[config.mk]
export PLATFORM = sky130hd
export DESIGN_NAME = framed_command_receiver_flat
export DESIGN_NICKNAME = d
export VERILOG_FILES = /design/src/hdl/fcr_pkg.sv /design/src/hdl/fcr_req_if.sv /design/src/hdl/fcr_rsp_if.sv /design/src/hdl/framed_command_receiver.sv /design/src/flat_wrapper.sv
export VERILOG_INCLUDE_DIRS = /design/src /design/src/hdl
export SDC_FILE = /design/constraint.sdc
export NUM_CORES = 1
export LEC_CHECK = 0
export BUFFER_PORTS_ARGS = -buffer_cell sky130_fd_sc_hd__buf_2
export CORE_MARGIN = 2
export CORE_UTILIZATION = 30
export DETAILED_ROUTE_END_ITERATION = 10
export HOLD_SLACK_MARGIN = 0.06
export PLACE_DENSITY = 0.54
export SLEW_MARGIN = 20
export SYNTH_ARGS = -nofsm -noshare
export SYNTH_HDL_FRONTEND = slang
export SYNTH_SLANG_ARGS = --single-unit
[constraint.sdc]
create_clock -name clock -period 6.2 [get_ports clock]
set_clock_uncertainty 0.1 [all_clocks]
set_input_delay 1.24 -clock clock [delete_from_list [all_inputs] [get_ports clock]]
set_output_delay 1.24 -clock clock [all_outputs]
set_load 0.01 [all_outputs]
[src/hdl/assert_macros.svh]
//------------------------------------------------------------------------------
// Assertion macros
// Shared forms for concurrent checks written in the RTL.
//------------------------------------------------------------------------------
`ifndef ASSERT_MACROS_SVH
`define ASSERT_MACROS_SVH

// The consequent must hold in the same cycle as the antecedent.
`define ASSERT_SAME(label, clk, rst, ante, cons) \
   label: assert property (@(posedge clk) disable iff (rst) (ante) |-> (cons)) \
      else $error("assertion failed");

// The consequent must hold in the cycle after the antecedent.
`define ASSERT_NEXT(label, clk, rst, ante, cons) \
   label: assert property (@(posedge clk) disable iff (rst) (ante) |=> (cons)) \
      else $error("assertion failed");

`endif

[src/hdl/fcr_pkg.sv]
//------------------------------------------------------------------------------
// fcr_pkg
// Codes and constants shared by the framed command receiver files.
//------------------------------------------------------------------------------
package fcr_pkg;

   localparam int unsigned CSR_INDEX_W = 3;

   localparam logic [CSR_INDEX_W-1:0] CSR_START_BYTE          = 3'd0;
   localparam logic [CSR_INDEX_W-1:0] CSR_END_BYTE            = 3'd1;
   localparam logic [CSR_INDEX_W-1:0] CSR_CODE_TIME_SYNC      = 3'd2;
   localparam logic [CSR_INDEX_W-1:0] CSR_CODE_SET_PAGE       = 3'd3;
   localparam logic [CSR_INDEX_W-1:0] CSR_CODE_RESET_STEPS    = 3'd4;
   localparam logic [CSR_INDEX_W-1:0] CSR_CODE_REQUEST_STATUS = 3'd5;
   localparam logic [CSR_INDEX_W-1:0] CSR_PAGE_COUNT          = 3'd6;

   typedef logic [7:0]  byte_type;
   typedef logic [11:0] year_type;

   typedef enum logic [1:0] {
      ACK_OK          = 2'd0,
      ACK_BAD_LENGTH  = 2'd1,
      ACK_BAD_VALUE   = 2'd2,
      ACK_UNSUPPORTED = 2'd3
   } ack_status_type;

   typedef enum logic [2:0] {
      EV_NONE           = 3'd0,
      EV_TIME_SYNC      = 3'd1,
      EV_SET_PAGE       = 3'd2,
      EV_RESET_STEPS    = 3'd3,
      EV_REQUEST_STATUS = 3'd4
   } event_kind_type;

   localparam int unsigned FRAME_OVERHEAD = 5;
   localparam int unsigned TIME_SYNC_LEN  = 7;
   localparam int unsigned YEAR_BASE      = 2000;

endpackage

[src/hdl/fcr_req_if.sv]
//------------------------------------------------------------------------------
// fcr_req_if
// Received byte channel with valid/ready handshake.
//------------------------------------------------------------------------------
interface fcr_req_if;
   import fcr_pkg::*;

   logic     valid;
   logic     ready;
   byte_type rx_byte;

   modport source (output valid, output rx_byte, input ready);
   modport sink   (input valid, input rx_byte, output ready);
endinterface

[src/hdl/fcr_rsp_if.sv]
//------------------------------------------------------------------------------
// fcr_rsp_if
// Acknowledge channel with valid/ready handshake.
//------------------------------------------------------------------------------
interface fcr_rsp_if;
   import fcr_pkg::*;

   logic       valid;
   logic       ready;
   byte_type   ack_command;
   logic [1:0] ack_status;
   logic [2:0] event_kind;
   byte_type   hour;
   byte_type   minute;
   byte_type   second;
   year_type   year;
   byte_type   month;
   byte_type   day;
   byte_type   weekday;
   byte_type   page;

   modport source (
      output valid, output ack_command, output ack_status, output event_kind,
      output hour, output minute, output second, output year, output month,
      output day, output weekday, output page, input ready
   );
   modport sink (
      input valid, input ack_command, input ack_status, input event_kind,
      input hour, input minute, input second, input year, input month,
      input day, input weekday, input page, output ready
   );
endinterface

[src/hdl/framed_command_receiver.sv]
//------------------------------------------------------------------------------
// framed_command_receiver
// Parses start/command/length/payload/checksum/end frames from a byte stream.
//------------------------------------------------------------------------------
// Bytes enter on the req channel, one beat per byte, and one byte can be taken
// in every cycle. A frame is a start byte, a command, a length, that many
// payload bytes, an XOR checksum over command, length and payload, and an end
// byte. A frame whose end byte and checksum match gives one acknowledge beat
// on the rsp channel in the cycle after its end byte is taken; a bad frame or
// an oversized length gives nothing. The acknowledge sits in an output
// register, so bytes other than an end byte keep flowing while it waits.
// Only an end byte that arrives while an earlier acknowledge is still stalled
// is held back. The csr port writes the seven byte registers, one per cycle;
// the user must write them only while the block is idle (not enforced). Reset
// is synchronous: it restores the register defaults, returns the parser to
// hunting for a start byte and empties the output register.
//------------------------------------------------------------------------------
`include "assert_macros.svh"

module framed_command_receiver #(
   parameter int unsigned BUFFER_SIZE = 64
) (
   input  logic                           clock,
   input  logic                           reset,
   fcr_req_if.sink                        req,
   fcr_rsp_if.source                      rsp,
   input  logic                           csr_we,
   input  logic [fcr_pkg::CSR_INDEX_W-1:0] csr_index,
   input  logic [7:0]                     csr_wdata
);
   import fcr_pkg::*;

   localparam int unsigned LEN_MAX = BUFFER_SIZE - FRAME_OVERHEAD;
   localparam int unsigned LEN_W   = $clog2(LEN_MAX + 1);

   typedef enum logic [2:0] {
      ST_HUNT,
      ST_CMD,
      ST_LEN,
      ST_PAYLOAD,
      ST_CHECK,
      ST_END
   } state_type;

   state_type        state_ff, state_in;
   logic [LEN_W-1:0] length_ff, length_in;
   logic [LEN_W-1:0] count_ff, count_in;
   byte_type         command_ff, command_in;
   byte_type         xor_ff, xor_in;
   byte_type         check_ff, check_in;
   byte_type         payload_ff [TIME_SYNC_LEN];

   byte_type start_byte_ff, end_byte_ff, code_time_ff, code_page_ff;
   byte_type code_steps_ff, code_status_ff, page_count_ff;

   logic           rsp_valid_ff, rsp_valid_in;
   byte_type       ack_command_ff;
   ack_status_type ack_status_ff, ack_status_in;
   event_kind_type event_kind_ff, event_kind_in;
   byte_type       hour_ff, minute_ff, second_ff, month_ff, day_ff, weekday_ff;
   byte_type       hour_in, minute_in, second_in, month_in, day_in, weekday_in;
   year_type       year_ff, year_in;
   byte_type       page_ff, page_in;

   logic accept;
   logic good_frame;
   logic load_rsp;
   logic store_payload;

   assign req.ready = !(state_ff == ST_END && rsp_valid_ff && !rsp.ready);
   assign accept    = req.valid && req.ready;

   assign good_frame    = (req.rx_byte == end_byte_ff) && (xor_ff == check_ff);
   assign load_rsp      = accept && state_ff == ST_END && good_frame;
   assign store_payload = accept && state_ff == ST_PAYLOAD &&
                          8'(count_ff) < 8'(TIME_SYNC_LEN);

   always_comb begin
      state_in   = state_ff;
      length_in  = length_ff;
      count_in   = count_ff;
      command_in = command_ff;
      xor_in     = xor_ff;
      check_in   = check_ff;
      if (accept) begin
         unique case (state_ff)
            ST_HUNT: begin
               if (req.rx_byte == start_byte_ff) begin
                  state_in = ST_CMD;
               end
            end
            ST_CMD: begin
               command_in = req.rx_byte;
               xor_in     = req.rx_byte;
               state_in   = ST_LEN;
            end
            ST_LEN: begin
               if ({1'b0, req.rx_byte} > 9'(LEN_MAX)) begin
                  state_in  = ST_HUNT;
                  length_in = '0;
               end else begin
                  length_in = LEN_W'(req.rx_byte);
                  xor_in    = xor_ff ^ req.rx_byte;
                  count_in  = '0;
                  state_in  = (req.rx_byte == 8'd0) ? ST_CHECK : ST_PAYLOAD;
               end
            end
            ST_PAYLOAD: begin
               xor_in   = xor_ff ^ req.rx_byte;
               count_in = count_ff + LEN_W'(1);
               if (count_ff + LEN_W'(1) == length_ff) begin
                  state_in = ST_CHECK;
               end
            end
            ST_CHECK: begin
               check_in = req.rx_byte;
               state_in = ST_END;
            end
            ST_END: begin
               state_in  = ST_HUNT;
               length_in = '0;
            end
            default: begin
               state_in = ST_HUNT;
            end
         endcase
      end
   end

   always_comb begin
      ack_status_in = ACK_UNSUPPORTED;
      event_kind_in = EV_NONE;
      hour_in       = '0;
      minute_in     = '0;
      second_in     = '0;
      year_in       = '0;
      month_in      = '0;
      day_in        = '0;
      weekday_in    = '0;
      page_in       = '0;
      if (command_ff == code_time_ff) begin
         if (8'(length_ff) != 8'(TIME_SYNC_LEN)) begin
            ack_status_in = ACK_BAD_LENGTH;
         end else begin
            ack_status_in = ACK_OK;
            event_kind_in = EV_TIME_SYNC;
            hour_in       = payload_ff[0];
            minute_in     = payload_ff[1];
            second_in     = payload_ff[2];
            year_in       = 12'(YEAR_BASE) + {4'b0000, payload_ff[3]};
            month_in      = payload_ff[4];
            day_in        = payload_ff[5];
            weekday_in    = payload_ff[6];
         end
      end else if (command_ff == code_page_ff) begin
         if (8'(length_ff) != 8'd1) begin
            ack_status_in = ACK_BAD_LENGTH;
         end else if (payload_ff[0] >= page_count_ff) begin
            ack_status_in = ACK_BAD_VALUE;
         end else begin
            ack_status_in = ACK_OK;
            event_kind_in = EV_SET_PAGE;
            page_in       = payload_ff[0];
         end
      end else if (command_ff == code_steps_ff) begin
         if (length_ff != '0) begin
            ack_status_in = ACK_BAD_LENGTH;
         end else begin
            ack_status_in = ACK_OK;
            event_kind_in = EV_RESET_STEPS;
         end
      end else if (command_ff == code_status_ff) begin
         if (length_ff != '0) begin
            ack_status_in = ACK_BAD_LENGTH;
         end else begin
            ack_status_in = ACK_OK;
            event_kind_in = EV_REQUEST_STATUS;
         end
      end
   end

   always_comb begin
      if (load_rsp) begin
         rsp_valid_in = 1'b1;
      end else if (rsp.ready) begin
         rsp_valid_in = 1'b0;
      end else begin
         rsp_valid_in = rsp_valid_ff;
      end
   end

   always_ff @(posedge clock) begin
      if (reset) begin
         state_ff       <= ST_HUNT;
         length_ff      <= '0;
         count_ff       <= '0;
         rsp_valid_ff   <= 1'b0;
         start_byte_ff  <= 8'd2;
         end_byte_ff    <= 8'd3;
         code_time_ff   <= 8'd1;
         code_page_ff   <= 8'd2;
         code_steps_ff  <= 8'd3;
         code_status_ff <= 8'd4;
         page_count_ff  <= 8'd4;
      end else begin
         state_ff     <= state_in;
         length_ff    <= length_in;
         count_ff     <= count_in;
         rsp_valid_ff <= rsp_valid_in;
         if (csr_we) begin
            unique case (csr_index)
               CSR_START_BYTE:          start_byte_ff  <= csr_wdata;
               CSR_END_BYTE:            end_byte_ff    <= csr_wdata;
               CSR_CODE_TIME_SYNC:      code_time_ff   <= csr_wdata;
               CSR_CODE_SET_PAGE:       code_page_ff   <= csr_wdata;
               CSR_CODE_RESET_STEPS:    code_steps_ff  <= csr_wdata;
               CSR_CODE_REQUEST_STATUS: code_status_ff <= csr_wdata;
               CSR_PAGE_COUNT:          page_count_ff  <= csr_wdata;
               default: begin
               end
            endcase
         end
      end
      command_ff <= command_in;
      xor_ff     <= xor_in;
      check_ff   <= check_in;
      if (store_payload) begin
         payload_ff[3'(count_ff)] <= req.rx_byte;
      end
      if (load_rsp) begin
         ack_command_ff <= command_ff;
         ack_status_ff  <= ack_status_in;
         event_kind_ff  <= event_kind_in;
         hour_ff        <= hour_in;
         minute_ff      <= minute_in;
         second_ff      <= second_in;
         year_ff        <= year_in;
         month_ff       <= month_in;
         day_ff         <= day_in;
         weekday_ff     <= weekday_in;
         page_ff        <= page_in;
      end
   end

   assign rsp.valid       = rsp_valid_ff;
   assign rsp.ack_command = ack_command_ff;
   assign rsp.ack_status  = ack_status_ff;
   assign rsp.event_kind  = event_kind_ff;
   assign rsp.hour        = hour_ff;
   assign rsp.minute      = minute_ff;
   assign rsp.second      = second_ff;
   assign rsp.year        = year_ff;
   assign rsp.month       = month_ff;
   assign rsp.day         = day_ff;
   assign rsp.weekday     = weekday_ff;
   assign rsp.page        = page_ff;

   `ASSERT_SAME(a_end_held_when_blocked, clock, reset,
      state_ff == ST_END && rsp_valid_ff && !rsp.ready, !req.ready)
   `ASSERT_NEXT(a_load_sets_valid, clock, reset, load_rsp, rsp_valid_ff)
   `ASSERT_SAME(a_ok_has_event, clock, reset,
      rsp_valid_ff && ack_status_ff == ACK_OK, event_kind_ff != EV_NONE)
   `ASSERT_SAME(a_time_fields_zero, clock, reset,
      rsp_valid_ff && event_kind_ff != EV_TIME_SYNC, year_ff == '0 && hour_ff == '0)
   `ASSERT_NEXT(a_no_result_without_end, clock, reset,
      !load_rsp && !rsp_valid_ff, !rsp_valid_ff)

endmodule
[src/flat_wrapper.sv]
// flat-port wrapper written by rule: the top's interface ports become plain ports
module framed_command_receiver_flat import fcr_pkg::*;
#(
   parameter int unsigned BUFFER_SIZE = 64
)
  (clock, reset, csr_we, csr_index, csr_wdata, req_valid, req_rx_byte, req_ready, rsp_valid, rsp_ack_command, rsp_ack_status, rsp_event_kind, rsp_hour, rsp_minute, rsp_second, rsp_year, rsp_month, rsp_day, rsp_weekday, rsp_page, rsp_ready);
  fcr_req_if req_i ();
  fcr_rsp_if rsp_i ();
  input  logic clock;
  input  logic reset;
  input  logic csr_we;
  input  logic [fcr_pkg::CSR_INDEX_W-1:0] csr_index;
  input  logic [7:0] csr_wdata;
  input wire logic [$bits(req_i.valid)-1:0] req_valid;
  input wire logic [$bits(req_i.rx_byte)-1:0] req_rx_byte;
  output wire logic [$bits(req_i.ready)-1:0] req_ready;
  output wire logic [$bits(rsp_i.valid)-1:0] rsp_valid;
  output wire logic [$bits(rsp_i.ack_command)-1:0] rsp_ack_command;
  output wire logic [$bits(rsp_i.ack_status)-1:0] rsp_ack_status;
  output wire logic [$bits(rsp_i.event_kind)-1:0] rsp_event_kind;
  output wire logic [$bits(rsp_i.hour)-1:0] rsp_hour;
  output wire logic [$bits(rsp_i.minute)-1:0] rsp_minute;
  output wire logic [$bits(rsp_i.second)-1:0] rsp_second;
  output wire logic [$bits(rsp_i.year)-1:0] rsp_year;
  output wire logic [$bits(rsp_i.month)-1:0] rsp_month;
  output wire logic [$bits(rsp_i.day)-1:0] rsp_day;
  output wire logic [$bits(rsp_i.weekday)-1:0] rsp_weekday;
  output wire logic [$bits(rsp_i.page)-1:0] rsp_page;
  input wire logic [$bits(rsp_i.ready)-1:0] rsp_ready;
  assign req_i.valid = req_valid;
  assign req_i.rx_byte = req_rx_byte;
  assign req_ready = req_i.ready;
  assign rsp_valid = rsp_i.valid;
  assign rsp_ack_command = rsp_i.ack_command;
  assign rsp_ack_status = rsp_i.ack_status;
  assign rsp_event_kind = rsp_i.event_kind;
  assign rsp_hour = rsp_i.hour;
  assign rsp_minute = rsp_i.minute;
  assign rsp_second = rsp_i.second;
  assign rsp_year = rsp_i.year;
  assign rsp_month = rsp_i.month;
  assign rsp_day = rsp_i.day;
  assign rsp_weekday = rsp_i.weekday;
  assign rsp_page = rsp_i.page;
  assign rsp_i.ready = rsp_ready;
  framed_command_receiver #(.BUFFER_SIZE(BUFFER_SIZE)) u_core (.clock(clock), .reset(reset), .req(req_i), .rsp(rsp_i), .csr_we(csr_we), .csr_index(csr_index), .csr_wdata(csr_wdata));
endmodule
==> reports/qor.yml <==
pwr:
  p_leak_uw: 0.00419
  p_sw_uw: 668
  p_clk_share_pct: 46.7
  p_sw_share_pct: 20.5
  combPwrFrac_pct: 2.6
  power_frac_seq_pct: 50.8
  p_int_uw: 2600
  ir_drop_v: 0.000151
  p_per_area_mw_per_mm2: 293
cts:
  clock_path_buffers: 3
  cts_resized: 0
  cts_max_level: 1
  ctsHoldBuffers: 0
  cts_buffers: 25
  cts-root-buf: "clkbuf_16"
  insertion_delay_ns: 0.51
  clkSinkCount: 232
  postCtsSetupBuffers: 0
  cts_tree: "yes"
  path_clk_slew_ns: 0.06
job:
  drv.max_cap_violation_count: 0
critical_path:
  required_ns: 6.22
  worstSetupPathType: "in -> reg"
  crit_path_start: "req_valid"
  r2r-start: "u_core.state_ff[1]$_SDFFE_PP0P_"
  startpoint_type: "primary input"
  regToRegSetupSlack_ns: 3.17
  endpoint_kind: "flop"
  arrival_ns: 3.38
  critical_path.max_fanout: 8
die:
  core_mm2: 0.0307
  num_rows: 64
  die-area_mm2: 0.0326
  initial_utilization_pct: 30.5
  die_w_um: 181
  ios: 107
  fp.dieH_um: 181
synthesis:
  yosysUniqueCellTypes: 49
  synth_top_area_cell: "edfxtp_1"
  synth_flop_cell: "edfxtp_1"
  yosysMostFrequentCell: "edfxtp_1"
  synth_area_mm2: 0.00936
  ys_top_cells_by_count: "edfxtp_1, nand2_1, dfxtp_1, a21oi_1, and2_1"
  synth_nets: 812
  seq_area_frac_synth_pct: 66.7
  synth_area_leaders: "edfxtp_1, dfxtp_1, nand2_1"
  synth-edff-count: 160
  synth.ff_latch_count: 232
  syn_inst: 777
  synth.yosys.warnings: 0
  synth_top_area_share_pct: 51.3
  synthArstFlopShare_pct: 0
  avgSynthCellArea_um2: 12.1
min_path:
  hp-class: "reg -> reg"
  worstHoldStart: "u_core.page_count_ff[5]$_SDFFE_PP0P_"
timing:
  fin_crit_sh_pct: 54.1
  final.setup.tns_ns: 0
  rsz0062_at_grt: "no"
  worst_slew_pin_slew_ns: 1.08
  hold_violations: 0
  setup_slack_ns: 2.84
  maxSlewViolCount: 0
  relSlewSlack_pct: 27.4
  fmax_mhz: 298
  min_period_ns: 3.36
  setup_violations: 0
layout:
  fillers: 3009
  syn2layout_area_growth_pct: 18.9
  final_nets: 917
  post-route-util_pct: 36.3
  drive_gt1_share_pct: 17.3
global_route:
  met2_usage_pct: 21.4
  busiest_layer: "met2"
  grtUsageTotal_pct: 13.1
  grtUsageMet3_pct: 3.07
  grt_pass1_wl_um: 33800
  antenna_found_initial: 4
  grt.overflow.total: 0
  grt_use_met1_pct: 17.5
  grt_max_degree: 82
  grt_pass1_vias: 5881
drt:
  viasPerCell: 4.57
  avgRoutedWirePerCell_um: 16.7
  drtIter0Drc: 411
  antenna_left: 0
  drc: 0
  vias: 5936
  wl_um: 21700
  first_pass_iters: 5
placed_design:
  portBuffers: 106
  place_hpwl_um: 14500
  gp_congestion: 0.826
  pre_cts_ws_ns: 2.32
run_status:
  status: "finished, final reports clean"
-- worst max-delay path, cell delays in order --
cell      delay (ns)
buf_2           0.14
nand2b_1        0.15
or3_1           0.40
nor4_1          0.42
nand2_1         0.18
nor3_1          0.85
-- sequential cells by signal, indices dropped and copies added, names as in the netlist, 4 cells and up --
signal / count
rsp_day: 8
u_core.page_count_ff: 8
u_core.code_status_ff: 8
u_core.command_ff: 8
u_core.start_byte_ff: 8
rsp_month: 8
rsp_minute: 8
u_core.code_time_ff: 8
u_core.count_ff: 6
rsp_year: 4
u_core.rsp.ack_command: 8
u_core.length_ff: 6
u_core.rsp.year: 7
u_core.code_page_ff: 8
u_core.end_byte_ff: 8
rsp_weekday: 8
rsp_hour: 8
u_core.code_steps_ff: 8
u_core.check_ff: 8
u_core.payload_ff: 56
u_core.xor_ff: 8
u_core.rsp.page: 8
rsp_second: 8
-- per-layer routing --
layer,vias to the layer above,share of wire (%)
li1,2929,-
met1,2823,46
met2,148,47
met3,32,6.0
met4,4,1.5
met5,-,0.097
-- power groups by stage --
stage / logic, uW / registers, uW / clock network (uW)
final: 83.6 / 1660 / 1520
after floorplan: 46.2 / 1690 / 0
after global placement: 82.4 / 1690 / 0
after CTS: 84.9 / 1660 / 1560
after detailed placement: 84.6 / 1690 / 0
after global routing: 93.8 / 1660 / 1620
-- area by class of cell --
type,instances,area (um2),share of cell area [%]
sequential,232,6250,56.1
timing repair buffer,109,553,4.97
inverter,11,41.3,0.371
antenna,3,7.51,0.0674
tap,396,495,4.45
clock inverter,18,208,1.86
multi-input combinational,503,2940,26.4
clock buffer,27,643,5.77
-- per-stage QoR --
stage          instances  hold slack (ns)  cell area, um2  power [uW]
2_1_floorplan        777            0.336            9360        1740
3_3_place_gp        1251            0.345           10300        1770
3_5_place_dp        1251            0.351           10300        1780
4_1_cts             1296            0.359           11100        3300
5_1_grt             1296            0.378           11100        3370
6_report            1299            0.354           11100        3260
-- placed cells by master, fill, tap and decap left out, types with 9 or more instances in the layout --
master,n
buf_2,106
nand3b_1,9
xor2_1,34
nand3_1,16
edfxtp_1,160
clkbuf_16,25
and2_1,61
a21oi_1,66
nand2b_1,10
nor2_1,34
ha_1,11
xnor2_1,38
dfxtp_1,72
nand2_1,139
nor4_1,11
inv_1,11
-- cell families (layout without fill, tap and decap cells) --
family                   after synthesis  count (layout)  synth area share (%)
XOR/XNOR                              72              72                  6.73
other                                  0               3                     0
AO/OA/AOI/OAI                         93              93                  5.65
flip-flops                           232             232                  66.7
adder cells (fa/ha/maj)               11              11                  1.47
AND/OR/NAND/NOR                      327             327                  17.6
buffers and inverters                 42             165                  1.88
-- path summary, 6_finish.rpt --
path	end	cells past startpoint
setup / recovery	u_core.payload_ff[1][5]$_DFFE_PP_	6
hold / removal	u_core.page_count_ff[5]$_SDFFE_PP0P_	2
setup reg to reg	rsp_day[0]$_SDFFCE_PP0P_	6
hold reg to reg	u_core.page_count_ff[5]$_SDFFE_PP0P_	2
(Power assumes the default switching activity.)
